## config.mk

```make
export PLATFORM = sky130hd
export DESIGN_NAME = png_stored_deflate_writer_flat
export DESIGN_NICKNAME = d
export VERILOG_FILES = /design/src/hw/rtl/psdw_pkg.sv /design/src/hw/rtl/psdw_if.sv /design/src/hw/rtl/psdw_checksum.sv /design/src/hw/rtl/psdw_seq.sv /design/src/hw/rtl/png_stored_deflate_writer.sv /design/src/flat_wrapper.sv
export SDC_FILE = /design/constraint.sdc
export NUM_CORES = 2
export LEC_CHECK = 0
export BUFFER_PORTS_ARGS = -buffer_cell sky130_fd_sc_hd__buf_2
export CELL_PAD_IN_SITES_DETAIL_PLACEMENT = 0
export CELL_PAD_IN_SITES_GLOBAL_PLACEMENT = 1
export CORE_ASPECT_RATIO = 1.5
export CORE_MARGIN = 8
export CORE_UTILIZATION = 50
export DETAILED_ROUTE_END_ITERATION = 6
export GPL_TIMING_DRIVEN = 0
export PLACE_DENSITY_LB_ADDON = 0.15
export SLEW_MARGIN = 20
export SYNTH_ARGS = -nofsm -noshare
export SYNTH_HDL_FRONTEND = slang
export SYNTH_SLANG_ARGS = --single-unit
export TNS_END_PERCENT = 1
```

## constraint.sdc

```tcl
create_clock -name clk_i -period 10.8 [get_ports clk_i]
set_input_delay 1.62 -clock clk_i [delete_from_list [all_inputs] [get_ports clk_i]]
set_output_delay 1.62 -clock clk_i [all_outputs]
set_load 0.05 [all_outputs]
```

## src/hw/rtl/psdw_pkg.sv

```systemverilog
// -----------------------------------------------------------------------------
// psdw_pkg
// Shared types, constants and byte helpers of the PNG stored-deflate writer.
// -----------------------------------------------------------------------------
package psdw_pkg;

  localparam int unsigned MaxSide  = 16384;
  localparam int unsigned BlkMax   = 65535;   // stored block limit
  localparam int unsigned AdlerMod = 65521;

  localparam logic [31:0] CrcPoly  = 32'hEDB88320;
  localparam logic [31:0] TagIhdr  = 32'h49484452;
  localparam logic [31:0] TagIdat  = 32'h49444154;
  localparam logic [31:0] TagIend  = 32'h49454E44;

  localparam logic [1:0] CFG_IMAGE_WIDTH  = 2'd0;
  localparam logic [1:0] CFG_IMAGE_HEIGHT = 2'd1;

  localparam logic KIND_START = 1'b0;
  localparam logic KIND_PIXEL = 1'b1;

  typedef struct packed {
    logic       kind;
    logic [7:0] red;
    logic [7:0] green;
    logic [7:0] blue;
    logic [7:0] alpha;
  } in_beat_t;

  typedef struct packed {
    logic [7:0] out_byte;
    logic       last_of_run;
    logic       end_of_file;
  } out_beat_t;

  // checksum controls from the sequencer
  typedef struct packed {
    logic       crc_feed;
    logic       crc_restart;
    logic       adler_feed;
    logic       adler_init;
    logic [7:0] data;
  } ck_ctrl_t;

  function automatic logic [31:0] crc_byte(logic [31:0] c, logic [7:0] b);
    logic [31:0] r;
    r = c ^ {24'd0, b};
    for (int k = 0; k < 8; k++) begin
      r = r[0] ? (CrcPoly ^ (r >> 1)) : (r >> 1);
    end
    return r;
  endfunction

  function automatic logic [7:0] be_byte(logic [31:0] v, logic [1:0] i);
    logic [7:0] r;
    case (i)
      2'd0:    r = v[31:24];
      2'd1:    r = v[23:16];
      2'd2:    r = v[15:8];
      default: r = v[7:0];
    endcase
    return r;
  endfunction

  function automatic logic [7:0] sig_byte(logic [2:0] i);
    logic [7:0] r;
    case (i)
      3'd0:    r = 8'h89;
      3'd1:    r = 8'h50;
      3'd2:    r = 8'h4E;
      3'd3:    r = 8'h47;
      3'd4:    r = 8'h0D;
      3'd5:    r = 8'h0A;
      3'd6:    r = 8'h1A;
      default: r = 8'h0A;
    endcase
    return r;
  endfunction

  function automatic logic [14:0] clamp_side(logic [14:0] v);
    logic [14:0] r;
    r = v;
    if (v == 15'd0) begin
      r = 15'd1;
    end else if (v > 15'(MaxSide)) begin
      r = 15'(MaxSide);
    end
    return r;
  endfunction

endpackage

```

## src/hw/rtl/psdw_if.sv

```systemverilog
// -----------------------------------------------------------------------------
// psdw_if
// Valid/ready channels for pixel input beats and PNG byte beats.
// -----------------------------------------------------------------------------
interface psdw_in_if;
  logic               valid;
  logic               ready;
  psdw_pkg::in_beat_t data;
  modport source (output valid, output data, input ready);
  modport sink   (input valid, input data, output ready);
endinterface

interface psdw_out_if;
  logic                valid;
  logic                ready;
  psdw_pkg::out_beat_t data;
  modport source (output valid, output data, input ready);
  modport sink   (input valid, input data, output ready);
endinterface

```

## src/hw/rtl/psdw_checksum.sv

```systemverilog
// -----------------------------------------------------------------------------
// psdw_checksum
// Running chunk CRC-32 and zlib Adler-32, one byte per cycle.
// -----------------------------------------------------------------------------
module psdw_checksum (
  input  logic                clk_i,
  input  logic                rst_ni,
  input  psdw_pkg::ck_ctrl_t  ctrl_i,
  output logic [31:0]         crc_o,
  output logic [31:0]         adler_o
);

  logic [31:0] crc_q, crc_d, crc_base;
  logic [15:0] lo_q, lo_d, hi_q, hi_d;
  logic [16:0] lo_s, lo_n, hi_s;

  assign crc_base = ctrl_i.crc_restart ? 32'hFFFFFFFF : crc_q;
  assign crc_d    = psdw_pkg::crc_byte(crc_base, ctrl_i.data);

  always_comb begin
    lo_s = {1'b0, lo_q} + {9'd0, ctrl_i.data};
    lo_n = (lo_s >= 17'(psdw_pkg::AdlerMod)) ? lo_s - 17'(psdw_pkg::AdlerMod) : lo_s;
    hi_s = {1'b0, hi_q} + lo_n;
    lo_d = lo_n[15:0];
    hi_d = (hi_s >= 17'(psdw_pkg::AdlerMod)) ? 16'(hi_s - 17'(psdw_pkg::AdlerMod))
                                             : hi_s[15:0];
  end

  always_ff @(posedge clk_i or negedge rst_ni) begin
    if (!rst_ni) begin
      crc_q <= 32'hFFFFFFFF;
      lo_q  <= 16'd1;
      hi_q  <= 16'd0;
    end else begin
      if (ctrl_i.crc_feed) begin
        crc_q <= crc_d;
      end
      if (ctrl_i.adler_init) begin
        lo_q <= 16'd1;
        hi_q <= 16'd0;
      end else if (ctrl_i.adler_feed) begin
        lo_q <= lo_d;
        hi_q <= hi_d;
      end
    end
  end

  assign crc_o   = crc_q;
  assign adler_o = {hi_q, lo_q};

endmodule

```

## src/hw/rtl/psdw_seq.sv

```systemverilog
// -----------------------------------------------------------------------------
// psdw_seq
// Byte sequencer: walks the PNG layout for one item and drives the byte register.
// -----------------------------------------------------------------------------
module psdw_seq (
  input  logic               clk_i,
  input  logic               rst_ni,
  psdw_in_if.sink            in_if,
  psdw_out_if.source         out_if,
  input  logic [14:0]        width_i,
  input  logic [14:0]        height_i,
  input  logic [31:0]        crc_i,
  input  logic [31:0]        adler_i,
  output psdw_pkg::ck_ctrl_t ctrl_o,
  output logic               streaming_o
);

  typedef enum logic [3:0] {
    SEG_SIG, SEG_LEN, SEG_TAG, SEG_IHDR, SEG_ZHDR,
    SEG_BLK, SEG_DATA, SEG_ADLER, SEG_CRC
  } seg_e;
  typedef enum logic [1:0] {CH_IHDR, CH_IDAT, CH_IEND} chunk_e;
  typedef enum logic [1:0] {PH_IDLE, PH_STREAM, PH_DONE} phase_e;

  logic               busy_q;
  seg_e               seg_q, seg_n;
  chunk_e             chunk_q, chunk_n;
  phase_e             phase_q;
  logic [3:0]         idx_q, idx_n;
  logic [2:0]         slot_q, slot_n;
  logic               last_q;
  psdw_pkg::in_beat_t pix_q;
  logic [13:0]        col_q, row_q;
  logic [15:0]        block_left_q;
  logic [31:0]        raw_left_q, sum_q, idat_len_q;
  logic [15:0]        nblk_q;
  psdw_pkg::out_beat_t out_q;
  logic               out_vld_q;

  logic        out_adv, emit, in_acc, fin, eof, data_step, load_blk, need_hdr;
  logic        start_take, pix_take, in_take;
  logic [7:0]  byte_v, hdr_b, samp_b;
  logic [15:0] blk;
  logic [2:0]  hdr_i;
  logic [31:0] len_val, tag_val, raw_init;
  logic [14:0] col_nx, row_nx;
  psdw_pkg::ck_ctrl_t ctrl;

  assign out_adv = !out_vld_q || out_if.ready;
  assign emit    = busy_q && out_adv;
  assign in_if.ready = !busy_q || (emit && fin);
  assign in_acc  = in_if.valid && in_if.ready;

  // start always taken; a pixel only while an image is open
  assign start_take = in_acc && (in_if.data.kind == psdw_pkg::KIND_START);
  assign pix_take   = in_acc && (in_if.data.kind == psdw_pkg::KIND_PIXEL) &&
                      (phase_q == PH_STREAM);
  assign in_take    = start_take || pix_take;

  assign need_hdr = (block_left_q == 16'd0) && (raw_left_q != 32'd0);
  assign blk      = (raw_left_q < 32'(psdw_pkg::BlkMax)) ? raw_left_q[15:0]
                                                         : 16'(psdw_pkg::BlkMax);
  assign hdr_i    = (seg_q == SEG_BLK) ? idx_q[2:0] : 3'd0;
  assign raw_init = {17'd0, height_i} * {15'd0, {width_i, 2'b00} + 17'd1};
  assign col_nx   = {1'b0, col_q} + 15'd1;
  assign row_nx   = {1'b0, row_q} + 15'd1;

  always_comb begin
    case (hdr_i)
      3'd0:    hdr_b = (raw_left_q <= 32'(psdw_pkg::BlkMax)) ? 8'd1 : 8'd0;
      3'd1:    hdr_b = blk[7:0];
      3'd2:    hdr_b = blk[15:8];
      3'd3:    hdr_b = ~blk[7:0];
      default: hdr_b = ~blk[15:8];
    endcase
    case (slot_q)
      3'd0:    samp_b = 8'd0;       // row filter type none
      3'd1:    samp_b = pix_q.red;
      3'd2:    samp_b = pix_q.green;
      3'd3:    samp_b = pix_q.blue;
      default: samp_b = pix_q.alpha;
    endcase
    case (chunk_q)
      CH_IHDR: begin len_val = 32'd13;     tag_val = psdw_pkg::TagIhdr; end
      CH_IDAT: begin len_val = idat_len_q; tag_val = psdw_pkg::TagIdat; end
      default: begin len_val = 32'd0;      tag_val = psdw_pkg::TagIend; end
    endcase
  end

  always_comb begin
    byte_v    = 8'd0;
    eof       = 1'b0;
    fin       = 1'b0;
    seg_n     = seg_q;
    idx_n     = idx_q + 4'd1;
    slot_n    = slot_q;
    chunk_n   = chunk_q;
    data_step = 1'b0;
    load_blk  = 1'b0;
    ctrl      = '0;
    case (seg_q)
      SEG_SIG: begin
        byte_v = psdw_pkg::sig_byte(idx_q[2:0]);
        if (idx_q == 4'd7) begin
          seg_n = SEG_LEN;
          idx_n = 4'd0;
        end
      end
      SEG_LEN: begin
        byte_v = psdw_pkg::be_byte(len_val, idx_q[1:0]);
        if (idx_q == 4'd3) begin
          seg_n = SEG_TAG;
          idx_n = 4'd0;
        end
      end
      SEG_TAG: begin
        byte_v           = psdw_pkg::be_byte(tag_val, idx_q[1:0]);
        ctrl.crc_feed    = 1'b1;
        ctrl.crc_restart = (idx_q == 4'd0);
        if (idx_q == 4'd3) begin
          idx_n = 4'd0;
          case (chunk_q)
            CH_IHDR: seg_n = SEG_IHDR;
            CH_IDAT: seg_n = SEG_ZHDR;
            default: seg_n = SEG_CRC;
          endcase
        end
      end
      SEG_IHDR: begin
        ctrl.crc_feed = 1'b1;
        case (idx_q)
          4'd0, 4'd1, 4'd2, 4'd3:
            byte_v = psdw_pkg::be_byte({17'd0, width_i}, idx_q[1:0]);
          4'd4, 4'd5, 4'd6, 4'd7:
            byte_v = psdw_pkg::be_byte({17'd0, height_i}, idx_q[1:0]);
          4'd8:    byte_v = 8'd8;   // bit depth
          4'd9:    byte_v = 8'd6;   // RGBA
          default: byte_v = 8'd0;
        endcase
        if (idx_q == 4'd12) begin
          seg_n = SEG_CRC;
          idx_n = 4'd0;
        end
      end
      SEG_ZHDR: begin
        ctrl.crc_feed = 1'b1;
        byte_v = (idx_q == 4'd0) ? 8'h78 : 8'h01;
        if (idx_q == 4'd1) begin
          seg_n = SEG_DATA;
          idx_n = 4'd0;
        end
      end
      SEG_DATA: begin
        ctrl.crc_feed = 1'b1;
        if (need_hdr) begin
          byte_v = hdr_b;
          seg_n  = SEG_BLK;
          idx_n  = 4'd1;
        end else begin
          byte_v          = samp_b;
          ctrl.adler_feed = 1'b1;
          data_step       = 1'b1;
          if (slot_q == 3'd4) begin
            if (last_q) begin
              seg_n = SEG_ADLER;
              idx_n = 4'd0;
            end else begin
              fin = 1'b1;
            end
          end else begin
            slot_n = slot_q + 3'd1;
          end
        end
      end
      SEG_BLK: begin
        ctrl.crc_feed = 1'b1;
        byte_v = hdr_b;
        if (idx_q == 4'd4) begin
          seg_n    = SEG_DATA;
          idx_n    = 4'd0;
          load_blk = 1'b1;
        end
      end
      SEG_ADLER: begin
        ctrl.crc_feed = 1'b1;
        byte_v = psdw_pkg::be_byte(adler_i, idx_q[1:0]);
        if (idx_q == 4'd3) begin
          seg_n = SEG_CRC;
          idx_n = 4'd0;
        end
      end
      SEG_CRC: begin
        byte_v = psdw_pkg::be_byte(~crc_i, idx_q[1:0]);
        if (idx_q == 4'd3) begin
          idx_n = 4'd0;
          case (chunk_q)
            CH_IHDR: fin = 1'b1;
            CH_IDAT: begin
              seg_n   = SEG_LEN;
              chunk_n = CH_IEND;
            end
            default: begin
              fin = 1'b1;
              eof = 1'b1;
            end
          endcase
        end
      end
      default: fin = 1'b1;
    endcase
    ctrl.data = byte_v;
    if (!emit) begin
      ctrl.crc_feed   = 1'b0;
      ctrl.adler_feed = 1'b0;
    end
    ctrl.adler_init = start_take;
  end

  assign ctrl_o = ctrl;

  // IDAT length: 6 + 5 * ceil(raw / 65535) + raw, from a reciprocal of 65535
  always_ff @(posedge clk_i) begin
    sum_q      <= raw_left_q + 32'(psdw_pkg::BlkMax - 1);
    nblk_q     <= 16'((33'(sum_q) + 33'(sum_q >> 16) + 33'd1) >> 16);
    idat_len_q <= raw_left_q + {14'd0, nblk_q, 2'b00} + {16'd0, nblk_q} + 32'd6;
  end

  always_ff @(posedge clk_i) begin
    if (emit) begin
      out_q.out_byte    <= byte_v;
      out_q.last_of_run <= fin;
      out_q.end_of_file <= eof;
    end
    if (in_acc) begin
      pix_q <= in_if.data;
    end
  end

  always_ff @(posedge clk_i or negedge rst_ni) begin
    if (!rst_ni) begin
      busy_q       <= 1'b0;
      out_vld_q    <= 1'b0;
      seg_q        <= SEG_SIG;
      chunk_q      <= CH_IHDR;
      phase_q      <= PH_IDLE;
      idx_q        <= 4'd0;
      slot_q       <= 3'd0;
      last_q       <= 1'b0;
      col_q        <= 14'd0;
      row_q        <= 14'd0;
      block_left_q <= 16'd0;
      raw_left_q   <= 32'd0;
    end else begin
      if (emit) begin
        out_vld_q <= 1'b1;
      end else if (out_if.ready) begin
        out_vld_q <= 1'b0;
      end
      // a beat taken on the final byte reloads the walk itself
      if (emit && !in_take) begin
        seg_q   <= seg_n;
        idx_q   <= idx_n;
        slot_q  <= slot_n;
        chunk_q <= chunk_n;
        if (fin) begin
          busy_q <= 1'b0;
        end
      end
      if (emit && !start_take) begin
        if (load_blk) begin
          block_left_q <= blk;
        end
        if (data_step) begin
          if (block_left_q != 16'd0) begin
            block_left_q <= block_left_q - 16'd1;
          end
          if (raw_left_q != 32'd0) begin
            raw_left_q <= raw_left_q - 32'd1;
          end
        end
      end
      if (start_take) begin
        busy_q       <= 1'b1;
        seg_q        <= SEG_SIG;
        idx_q        <= 4'd0;
        chunk_q      <= CH_IHDR;
        phase_q      <= PH_STREAM;
        col_q        <= 14'd0;
        row_q        <= 14'd0;
        block_left_q <= 16'd0;
        raw_left_q   <= raw_init;
      end else if (pix_take) begin
        busy_q  <= 1'b1;
        seg_q   <= (col_q == 14'd0 && row_q == 14'd0) ? SEG_LEN : SEG_DATA;
        idx_q   <= 4'd0;
        chunk_q <= CH_IDAT;
        slot_q  <= (col_q == 14'd0) ? 3'd0 : 3'd1;
        last_q  <= (col_nx >= width_i) && (row_nx >= height_i);
        if (col_nx >= width_i) begin
          col_q <= 14'd0;
          row_q <= row_nx[13:0];
          if (row_nx >= height_i) begin
            phase_q <= PH_DONE;
          end
        end else begin
          col_q <= col_nx[13:0];
        end
      end
    end
  end

  assign out_if.valid = out_vld_q;
  assign out_if.data  = out_q;
  assign streaming_o  = (phase_q == PH_STREAM);

`ifndef SYNTHESIS
  a_blk_le_raw: assert property (@(posedge clk_i) disable iff (!rst_ni)
    {16'd0, block_left_q} <= raw_left_q)
    else $error("stored block count exceeds bytes left");
`endif

endmodule

```

## src/hw/rtl/png_stored_deflate_writer.sv

```systemverilog
// Throughput: one byte per cycle unless out_if stalls, set by the byte-wide output
// register; a start item emits 33 bytes, a pixel 4 (5 at a row start, +5 per
// stored-block header, +10 for the first pixel, +20 for the last). The next item
// enters on the last byte.
// Reset: asynchronous, active low; idle awaiting start, width and height 1.
// -----------------------------------------------------------------------------
// png_stored_deflate_writer
// Streams a PNG file (RGBA8, filter none, zlib stored blocks) from pixel beats.
// -----------------------------------------------------------------------------
module png_stored_deflate_writer (
  input  logic        clk_i,
  input  logic        rst_ni,
  psdw_in_if.sink     in_if,
  psdw_out_if.source  out_if,
  input  logic        cfg_we_i,
  input  logic [1:0]  cfg_idx_i,
  input  logic [14:0] cfg_data_i
);

  logic [14:0]        width_q, height_q;
  logic [31:0]        crc, adler;
  logic               streaming;
  psdw_pkg::ck_ctrl_t ctrl;

  // Image size registers; writes are dropped while an image is in progress
  // so its IHDR and IDAT length stay consistent.
  always_ff @(posedge clk_i or negedge rst_ni) begin
    if (!rst_ni) begin
      width_q  <= 15'd1;
      height_q <= 15'd1;
    end else if (cfg_we_i && !streaming) begin
      case (cfg_idx_i)
        psdw_pkg::CFG_IMAGE_WIDTH:  width_q  <= psdw_pkg::clamp_side(cfg_data_i);
        psdw_pkg::CFG_IMAGE_HEIGHT: height_q <= psdw_pkg::clamp_side(cfg_data_i);
        default: ;
      endcase
    end
  end

  // Sequencer: walks the file layout and owns the output beat register.
  psdw_seq u_seq (
    .clk_i       (clk_i),
    .rst_ni      (rst_ni),
    .in_if       (in_if),
    .out_if      (out_if),
    .width_i     (width_q),
    .height_i    (height_q),
    .crc_i       (crc),
    .adler_i     (adler),
    .ctrl_o      (ctrl),
    .streaming_o (streaming)
  );

  // Running CRC over each chunk and Adler over the filtered scanlines.
  psdw_checksum u_checksum (
    .clk_i   (clk_i),
    .rst_ni  (rst_ni),
    .ctrl_i  (ctrl),
    .crc_o   (crc),
    .adler_o (adler)
  );

`ifndef SYNTHESIS
  a_eof_last: assert property (@(posedge clk_i) disable iff (!rst_ni)
    out_if.valid && out_if.data.end_of_file |-> out_if.data.last_of_run)
    else $error("end of file beat not marked last of run");

  a_start_streams: assert property (@(posedge clk_i) disable iff (!rst_ni)
    in_if.valid && in_if.ready && (in_if.data.kind == psdw_pkg::KIND_START)
    |=> streaming)
    else $error("start beat did not begin an image");

  a_cfg_hold: assert property (@(posedge clk_i) disable iff (!rst_ni)
    cfg_we_i && streaming |=> $stable(width_q) && $stable(height_q))
    else $error("size changed during an image");
`endif

endmodule
```

## src/flat_wrapper.sv

```systemverilog
// flat-port wrapper written by rule: the top's interface ports become plain ports
module png_stored_deflate_writer_flat 
  (clk_i, rst_ni, cfg_we_i, cfg_idx_i, cfg_data_i, in_if_valid, in_if_data, in_if_ready, out_if_valid, out_if_data, out_if_ready);
  psdw_in_if in_if_i ();
  psdw_out_if out_if_i ();
  input  logic clk_i;
  input  logic rst_ni;
  input  logic cfg_we_i;
  input  logic [1:0] cfg_idx_i;
  input  logic [14:0] cfg_data_i;
  input wire logic [$bits(in_if_i.valid)-1:0] in_if_valid;
  input wire logic [$bits(in_if_i.data)-1:0] in_if_data;
  output wire logic [$bits(in_if_i.ready)-1:0] in_if_ready;
  output wire logic [$bits(out_if_i.valid)-1:0] out_if_valid;
  output wire logic [$bits(out_if_i.data)-1:0] out_if_data;
  input wire logic [$bits(out_if_i.ready)-1:0] out_if_ready;
  assign in_if_i.valid = in_if_valid;
  assign in_if_i.data = in_if_data;
  assign in_if_ready = in_if_i.ready;
  assign out_if_valid = out_if_i.valid;
  assign out_if_data = out_if_i.data;
  assign out_if_i.ready = out_if_ready;
  png_stored_deflate_writer u_core (.clk_i(clk_i), .rst_ni(rst_ni), .in_if(in_if_i), .out_if(out_if_i), .cfg_we_i(cfg_we_i), .cfg_idx_i(cfg_idx_i), .cfg_data_i(cfg_data_i));
endmodule
```

# Word level (Yosys, flattened, before mapping)
# Index checks and enable logic that the tools add are counted.
[totals] ff_bits=310 inputBits=55 output_inout_bits=12 wordCells=295
[op_classes] order_cmp=7 reduce_logical=65 n_addsub=17 bitwise=14 eq_ne=46 muxes=118 n_mul=1
[op_table] cell="32-bit two-way mux" n=13
[op_table] cell="16-bit two-way mux" n=11
[op_table] cell="13-bit NOT with 14-bit output" n=8
[op_table] cell="4-bit two-way mux" n=26
[op_table] cell="8-bit one-hot mux with 3 select lines" n=4
[op_table] cell="8-bit one-hot mux with 4 select lines" n=3
[op_table] cell="14-bit two-way mux" n=6
[op_table] cell="8-bit one-hot mux with 9 select lines" n=1
[op_table] cell="32-bit by 16-bit adder with 32-bit output" n=2
[op_table] cell="32-bit one-hot mux with 2 select lines" n=1
[op_table] cell="8-bit one-hot mux with 6 select lines" n=1
[op_table] cell="20-bit one-hot mux with 2 select lines" n=1
[op_table] cell="4-bit one-hot mux with 9 select lines" n=1
[op_table] cell="17-bit by 16-bit greater-or-equal comparator with 1-bit output, second input constant" n=2
[op_table] cell="32-bit by 1-bit adder with 32-bit output, second input constant" n=1
[op_table] cell="32-bit by 16-bit adder with 32-bit output, second input constant" n=1
[op_table] cell="32-bit by 18-bit adder with 32-bit output" n=1
[op_table] cell="32-bit by 3-bit adder with 32-bit output, second input constant" n=1
[op_table] cell="4-bit by 3-bit equality test with 1-bit output, second input constant" n=8
[op_table] cell="32-bit by 16-bit <= comparator with 1-bit output, second input constant" n=1
[op_table] cell="32-bit by 16-bit less-than comparator with 1-bit output, second input constant" n=1
[op_table] cell="15-bit by 17-bit multiplier with 32-bit output" n=1
[op_table] cell="4-bit != test, second input constant" n=8
[op_table] cell="32-bit NOT" n=1
[op_table] cell="58 further kinds" n=164

# Longest topological paths before layout
[depth] word_depth=23 mapped_depth=37

# Modules after synthesis
# From an unflattened synthesis, not the netlist that was laid out.
[hier_totals] cells_unflattened=3334 hier_area_um2=29119.2
[by_module_without_submodules] module="psdw_seq" seq_area_each_um2=5215.0 n_inst=1 area_each_um2=21921.0 cells_per_inst=2508
[by_module_without_submodules] module="psdw_checksum" seq_area_each_um2=1642.8 n_inst=1 area_each_um2=5941.9 cells_per_inst=714
[by_module_without_submodules] module="png_stored_deflate_writer" seq_area_each_um2=753.2 n_inst=1 area_each_um2=1256.2 cells_per_inst=112

# Least setup slack after synthesis
# Ideal clock, no wire load.
[synth_path] path_kind="register -> register" start="register u_core.u_seq.idx_q[1]" end="register u_core.u_checksum.hi_q[13]" n_path_buf=5 arrival_time_ns=8.923 path_stages_with_launch=38 required_time_ns=10.663 path_slack_ns=1.740 cell_sequence="dfrtp_1 > clkbuf_1 > inv_1 > ha_1 > clkbuf_1 > clkbuf_1 > clkbuf_1 > a222oi_1 > nand2_1 > o211ai_1 > nand4_1 > a2111o_1 > nor3_2 > inv_1 > ha_1 > a21o_1 > a21oi_1 > o21ai_0 > [2 not listed] > or4b_2 > a2bb2oi_1 > xnor2_1 > ha_1 > inv_1 > fa_1 > nand3b_1 > a311o_1 > and3_1 > a21oi_1 > nand4_1 > a2111oi_0 > nand4_1 > and2_1 > clkbuf_1 > nor4_1 > xor2_1 > a21oi_1"
[synth_lines] element="start: declaration" line="psdw_seq.sv:29" source="logic [3:0] idx_q, idx_n;"
[synth_lines] element="start signal: assignment" line="psdw_seq.sv:262" source="idx_q <= idx_n;"
[synth_lines] element="end signal: assignment" line="psdw_checksum.sv:43" source="hi_q <= hi_d;"
[synth_lines] element="end: declaration" line="psdw_checksum.sv:14" source="logic [15:0] lo_q, lo_d, hi_q, hi_d;"

==> out/results.txt <==
Status: finished with violations
Failing checks: DRC
N_diodes: 0
Final Slew Violations: 0
Setup violators final: 0
Fmax: 96.2 MHz
DR DRC count: 4
CTS Buf Count: 35
Clock sink total: 310
Type of the worst min-delay path: flop to flop
I/O Pins: 67
Final Hold Violating Endpoints: 0
Post-DP HPWL: 79,900 um
Worst-Margin Slew: 1.26 ns
Initial antenna violation count: 0
Crit start category: flop
Critical path arrival: 10.80 ns
Hold WS: 0.474 ns
Violation count after the first detailed-route iteration: 1,757
Tmin final: 10.40 ns
# fillers: 5,253
Distinct cells, synth: 90
Ranking of synthesized cells by area: fa_1, dfrtp_1, ha_1
Post-Route Utilization: 55.2%
Met2 GRT Util: 57.1%
Maximum clock path buffer count: 3
PortBufs: 66
Vias per Instance: 5.99
Warnings from Yosys: 0
Most common cell after layout, fill and taps aside: nand2_1
Final WL: 98,600 um
GRT busiest layer: met2
Most used cell, CP: nand4_1
GP Congestion: 0.962
Initial core utilization: 50.5%
Global-route track usage on met1: 30.6%
CTS tree: done
Nets: 3,808
Max_cap viols: 0
Wire length per cell: 24.3 um
Area leader, netlist: fa_1
Reg clk slew, reported paths: 0.08 ns
Multi-input logic area: 0.0189 mm2
Post-DRT Antenna Nets: 0
Gr ovfl total: 0
Post-synthesis net count: 3,699
Area Growth Syn to Fin: 9.29%
Slowest stage cell, crit path: or4b_2
Final Skew: 0.0296 ns
WS Path Type: flop to flop
Deepest level of the CTS H-tree: 2
First-pass GRT wire length: 150,000 um
Fin crit share: 96.3%
Synthesized cell area: 0.0281 mm2
EDFF count, synth: 42
Drt first pass iters: 7
Row count: 106
CTS Root Cell: clkbuf_16
Vias in the first global route: 25.5k
Core Area: 0.0557 mm2
GRT met3 Usage: 3.37%
Largest net degree at the start of global routing: 77
Syn Area/Cell: 8.75 um2
Largest fanout on the critical path: 10
Most frequent cells in the layout: nand2_1, nor2_1, inv_1, ha_1, fa_1
Synth top area share: 13.9%
Slew margin rel.: 15.2%
Share of synthesized registers carrying an async set or reset: 60.6%
Register Area: 0.00761 mm2
CP required: 11.20 ns
Worst stage delay on the critical path: 0.63 ns
Clock latency on the worst-skew pair: 0.56 ns
Sequential area share after synthesis: 27.0%
Die footprint: 0.0643 mm2
Critical path endpoint category: flop
Layout cells sized above 1: 7.37%
Synthesized instance count: 3,214
Main synth FF type: dfrtp_1
Gr usage total: 30.4%
Yosys reg bits: 310
Via count: 24.3k
Die height: 307 um
Worst Path Buf+Inv: 8
RSZ-0062 raised after global routing: no
CP top delay family: simple AND/OR/NAND/NOR gates
Width of the die: 210 um
-- stage by stage --
step | area, um2 | instances | setup slack [ns] | TNS, ns
finish | 30800 | 4052 | 0.400 | 0
detailed placement | 29400 | 3985 | -1.49 | -20.13
CTS | 30700 | 4052 | 0.0290 | 0
floorplan | 28100 | 3214 | 1.74 | 0
global route | 30800 | 4052 | 0.0348 | 0
global placement | 29300 | 3982 | -1.36 | -18.18
-- what timing repair did --
item,4_1_cts,5_1_grt
setup endpoints to repair,16,16
hold buffers,0,0
setup buffers,4,1
pin swaps,4,3
gates resized for setup,13,19
-- cells in the mapped netlist (all sizes together) (9+ instances only) --
| cell type | instances |
|---|---|
| dfstp | 35 |
| edfxtp | 42 |
| or2 | 12 |
| nor3 | 78 |
| o21ai | 163 |
| xor2 | 92 |
| nand3 | 86 |
| fa | 196 |
| a31oi | 21 |
| inv | 282 |
| buf | 12 |
| o31ai | 10 |
| dfxtp | 80 |
| clkbuf | 158 |
| a21o | 24 |
| and2 | 34 |
| a222oi | 23 |
| a211oi | 25 |
| dfrtp | 153 |
| nand2b | 49 |
| and3 | 17 |
| o211ai | 13 |
| or3 | 13 |
| o21bai | 9 |
| xnor2 | 173 |
| nor4 | 33 |
| ha | 234 |
| o21a | 23 |
| mux2i | 36 |
| a21oi | 168 |
| mux2 | 9 |
| nand4 | 36 |
| nor2b | 29 |
| nor2 | 315 |
| nand2 | 359 |
| o22ai | 20 |
| a22oi | 13 |
-- registers in the layout (all words and copies together), names as in the netlist, 15 cells and up --
register,cells
u_core.width_q,15
u_core.u_seq.pix_q,32
u_core.u_checksum.crc_o,32
u_core.u_seq.block_left_q,16
u_core.u_checksum.hi_q,16
u_core.u_seq.nblk_q,16
u_core.u_seq.raw_left_q,32
u_core.u_seq.idat_len_q,32
u_core.height_q,15
u_core.u_checksum.lo_q,16
u_core.u_seq.sum_q,32
-- layout make-up --
| class | instances | area share [%] |
|---|---|---|
| Sequential cell | 310 | 24.7 |
| Tap cell | 702 | 2.86 |
| Buffer | 168 | 2.13 |
| Timing Repair Buffer | 74 | 1.42 |
| Multi-Input combinational cell | 2446 | 61.5 |
| Inverter | 288 | 3.53 |
| Clock buffer | 45 | 3.17 |
| Clock inverter | 19 | 0.631 |
-- per-layer routing --
metal | vias up | part of all wire [%] | routed length, um
li1 | 11143 | - | -
met1 | 11908 | 35 | 34300
met2 | 871 | 52 | 51700
met3 | 332 | 4.2 | 4150
met4 | 0 | 8.6 | 8450
met5 | - | 0 | 0
-- path summary, 6_finish.rpt --
path,from,endpoint,slack (ns),depth (start not counted)
setup / recovery,u_core.u_seq.idx_q[1],u_core.u_checksum.hi_q[13],0.40,37
hold / removal,u_core.u_seq.nblk_q[0],u_core.u_seq.idat_len_q[0],0.47,1
setup reg to reg,u_core.u_seq.idx_q[1],u_core.u_checksum.hi_q[13],0.40,37
hold reg to reg,u_core.u_seq.nblk_q[0],u_core.u_seq.idat_len_q[0],0.47,1
max in group asynchronous,rst_ni,u_core.height_q[0],8.63,3
min in group asynchronous,rst_ni,u_core.u_seq.raw_left_q[9],0.97,1
-- logic make-up (layout without fill, tap and decap cells) --
group	Yosys count	after routing	synth area share, %
fa+ha+maj	430	430	24.3
compound gates	592	592	13.3
flops	310	310	27.0
mux	45	45	1.64
xor+xnor	268	268	9.00
simple gates	1111	1111	18.5
buf+inv	458	594	6.16
Power is not shown: default switching activity piles up to over one toggle a cycle in this logic, so the estimate is an artifact.
